`src/rtl/mslm_ram.sv`:
```
// Generic single-port-write, single-read RAM with registered read.
// No dependencies.
`default_nettype none
module mslm_ram #(
    parameter int WIDTH = 8,
    parameter int DEPTH = 16
) (
    input  wire logic                     clk,
    input  wire logic                     we,
    input  wire logic [$clog2(DEPTH)-1:0] waddr,
    input  wire logic [WIDTH-1:0]         wdata,
    input  wire logic [$clog2(DEPTH)-1:0] raddr,
    output logic [WIDTH-1:0]              rdata
);
    logic [WIDTH-1:0] mem [DEPTH];

    always_ff @(posedge clk)
    begin
        if (we)
        begin
            mem[waddr] <= wdata;
        end
        rdata <= mem[raddr];
    end
endmodule
`default_nettype wire

```
`config.mk`:
```
export PLATFORM = sky130hd
export DESIGN_NAME = mslm_ram
export DESIGN_NICKNAME = d
export VERILOG_FILES = /design/src/rtl/mslm_ram.sv
export SDC_FILE = /design/constraint.sdc
export NUM_CORES = 1
export LEC_CHECK = 0
export BUFFER_PORTS_ARGS = -buffer_cell sky130_fd_sc_hd__buf_2
export CORE_UTILIZATION = 55
export DETAILED_ROUTE_END_ITERATION = 16
export PLACE_DENSITY = 0.73
export SKIP_CTS_REPAIR_TIMING = 1
export SLEW_MARGIN = 25
export SYNTH_ARGS = -nofsm -noshare
export SYNTH_HDL_FRONTEND = slang
export SYNTH_SLANG_ARGS = --single-unit
```
`constraint.sdc`:
```
create_clock -name clk -period 4.4 [get_ports clk]
set_input_delay 0.44 -clock clk [delete_from_list [all_inputs] [get_ports clk]]
set_output_delay 0.44 -clock clk [all_outputs]
set_load 0.005 [all_outputs]
```
==> impl_metrics.env <==
export IMPL_status="finished clean"
export IMPL_yosys_warnings=0
export IMPL_final_period_utilization=0.380
export IMPL_initial_utilization=0.579
export IMPL_dpl_hpwl_mm=5.74
export IMPL_numPlacedInstances=353
export IMPL_cap_violations=0
export IMPL_leakage_nw=2.01
export IMPL_seqPwrFrac=0.470
export IMPL_synth_seq_cells=136
export IMPL_endpoint_kind="register"
export IMPL_hold_viol_final=0
export IMPL_fin_crit_ps=1670
export IMPL_syn_avg_cell_area_um2=22.5
export IMPL_comb_power_share=0.041
export IMPL_preCtsSetupSlack_ps=1950
export IMPL_final_common_cell="edfxtp_1"
export IMPL_avgRoutedWirePerCell_um=25.3
export IMPL_stdcell_area_um2=6000
export IMPL_relSlewSlack=0.299
export IMPL_area_growth_pct=16.5
export IMPL_worst_slack_ps=2730
export IMPL_gr_total_overflow=0
export IMPL_start_kind="primary input"
export IMPL_hp_class="primary input to register"
export IMPL_worst_slew_pin_slew_ps=1050
export IMPL_synth_distinct_cells=19
export IMPL_antenna_found_initial=0
export IMPL_setup_tns_ps=0
export IMPL_die_w_um=98.7
export IMPL_worstPathMaxFanout=8
export IMPL_swShare=0.195
export IMPL_rows=34
export IMPL_most_common_layout_cells="edfxtp_1 (128), buf_2 (24), mux4_2 (18), a22oi_1 (16), clkbuf_16 (16)"
export IMPL_cts_buffers_inserted=17
export IMPL_internal_power_mw=2.50
export IMPL_timing_rr_start="mem[8][7]"
export IMPL_grt_pass1_wl_mm=14.6
export IMPL_coreArea_um2=8890
export IMPL_cts_sinks=136
export IMPL_switchingPower_mw=0.603
export IMPL_clk_pin_slew_ps=60
export IMPL_max_vdd_ir_drop_mv=0.362
export IMPL_crit_start="waddr[2]"
export IMPL_vias=2387
export IMPL_root_buffer="clkbuf_8"
export IMPL_cts_tree="yes"
export IMPL_grt_util_all_layers=0.222
export IMPL_p_total_mw=3.10
export IMPL_synth_fp_nets=247
export IMPL_first_pass_iters=4
export IMPL_clock_latency_ps=510
export IMPL_syn_area_um2=5150
export IMPL_skew_ps=6.28
export IMPL_antenna_cells=0
export IMPL_power_density_nw_per_um2=517
export IMPL_grt_max_degree=33
export IMPL_rsz0062_at_grt="false"
export IMPL_post_drt_via_cell_ratio=6.20
export IMPL_fin_nets=282
export IMPL_grt_pass1_vias=2407
export IMPL_post_route_drc_count=0
export IMPL_io_buffers=25
export IMPL_hold_ws_ps=313
export IMPL_utilization=0.675
export IMPL_worst_setup_path_type="primary input to register"
export IMPL_worstHoldStart="wdata[3]"
export IMPL_drtIter0Drc=243
export IMPL_h_tree_depth=4
export IMPL_setup_viol=0
export IMPL_io_pins=26
export IMPL_place_congestion=0.788
export IMPL_postSynthCellCount=229
export IMPL_place_area_um2=5340
export IMPL_cp_required_ps=4530
export IMPL_instances_no_fill=385
export IMPL_drive_above_1_share=0.292
export IMPL_dieArea_um2=9750
export IMPL_die_h_um=98.7
export IMPL_ys_seq_area_frac=0.778
export IMPL_cp_data_arrival_time_ps=1800
export IMPL_slew_violations=0
export IMPL_cts_buffer_depth=2
export IMPL_clockPowerShare=0.489
export IMPL_max_freq_mhz=599
export IMPL_ant_nets=0
export IMPL_drt_total_wl_mm=9.75
[synthesized netlist by cell type]
master | number | area share
edfxtp_1 | 128 | 0.75
mux4_2 | 18 | 0.079
a22oi_1 | 16 | 0.023
mux4_1 | 14 | 0.071
nor2_1 | 13 | 0.0095
nand2_1 | 9 | 0.0066
dfxtp_1 | 8 | 0.031
nor3_1 | 4 | 0.0039
buf_2 | 3 | 0.0029
buf_6 | 3 | 0.0066
clkdlybuf4s25_2 | 3 | 0.0058
nand2b_1 | 2 | 0.0024
nand3b_1 | 2 | 0.0029
and2_1 | 1 | 0.0012
and2b_1 | 1 | 0.0015
buf_4 | 1 | 0.0015
nand3_1 | 1 | 0.00097
nor2b_1 | 1 | 0.0012
or3b_2 | 1 | 0.0017
[sequential cells by signal, indices dropped and copies added, names as in the netlist]
signal / cells
mem: 128
rdata: 8
[path summary, 6_finish.rpt]
| kind | end | slack (ps) | cells past startpoint |
|---|---|---|---|
| worst max-delay path | mem[2][3] | 2730 | 3 |
| worst min-delay path | mem[15][3] | 310 | 1 |
| worst max register to register | rdata[7] | 2980 | 3 |
| worst min register to register | rdata[5] | 660 | 3 |
[power groups by stage]
stage          Sequential, mW  Combinational (mW)  Clock, mW
4_1_cts                  1.46               0.127       1.54
2_1_floorplan            1.48              0.0735          0
3_5_place_dp             1.49               0.126          0
6_report                 1.46               0.126       1.52
5_1_grt                  1.46               0.136       1.59
3_3_place_gp             1.48               0.122          0
[critical path, cell delays in order]
cell    delay, ps
buf_2         110
or3b_2        530
nor2_1        720
[final cells by class]
type,count,area (µm²)
clock inverter,14,220
fill,556,2890
multi-input combinational,83,1070
clock buffer,18,428
timing repair buffer,26,135
tap,108,135
sequential,136,4000
[logic make-up (layout without fill, tap and decap cells)]
logic type,Yosys count,in the layout,share of synthesized area
buffers and inverters,10,58,0.0168
AO/OA/AOI/OAI,16,16,0.0233
multiplexers,32,32,0.150
flip-flops,136,136,0.778
AND/OR/NAND/NOR,35,35,0.0318
[metal layers]
layer / up-vias / wire [µm] / track usage
met5: - / 0 / 0
met4: 0 / 63 / 0.0746
met3: 4 / 924 / 0.0603
met2: 121 / 4900 / 0.334
met1: 1216 / 3860 / 0.321
li1: 1046 / - / -
Note: power is estimated with default switching activity, not from simulation.
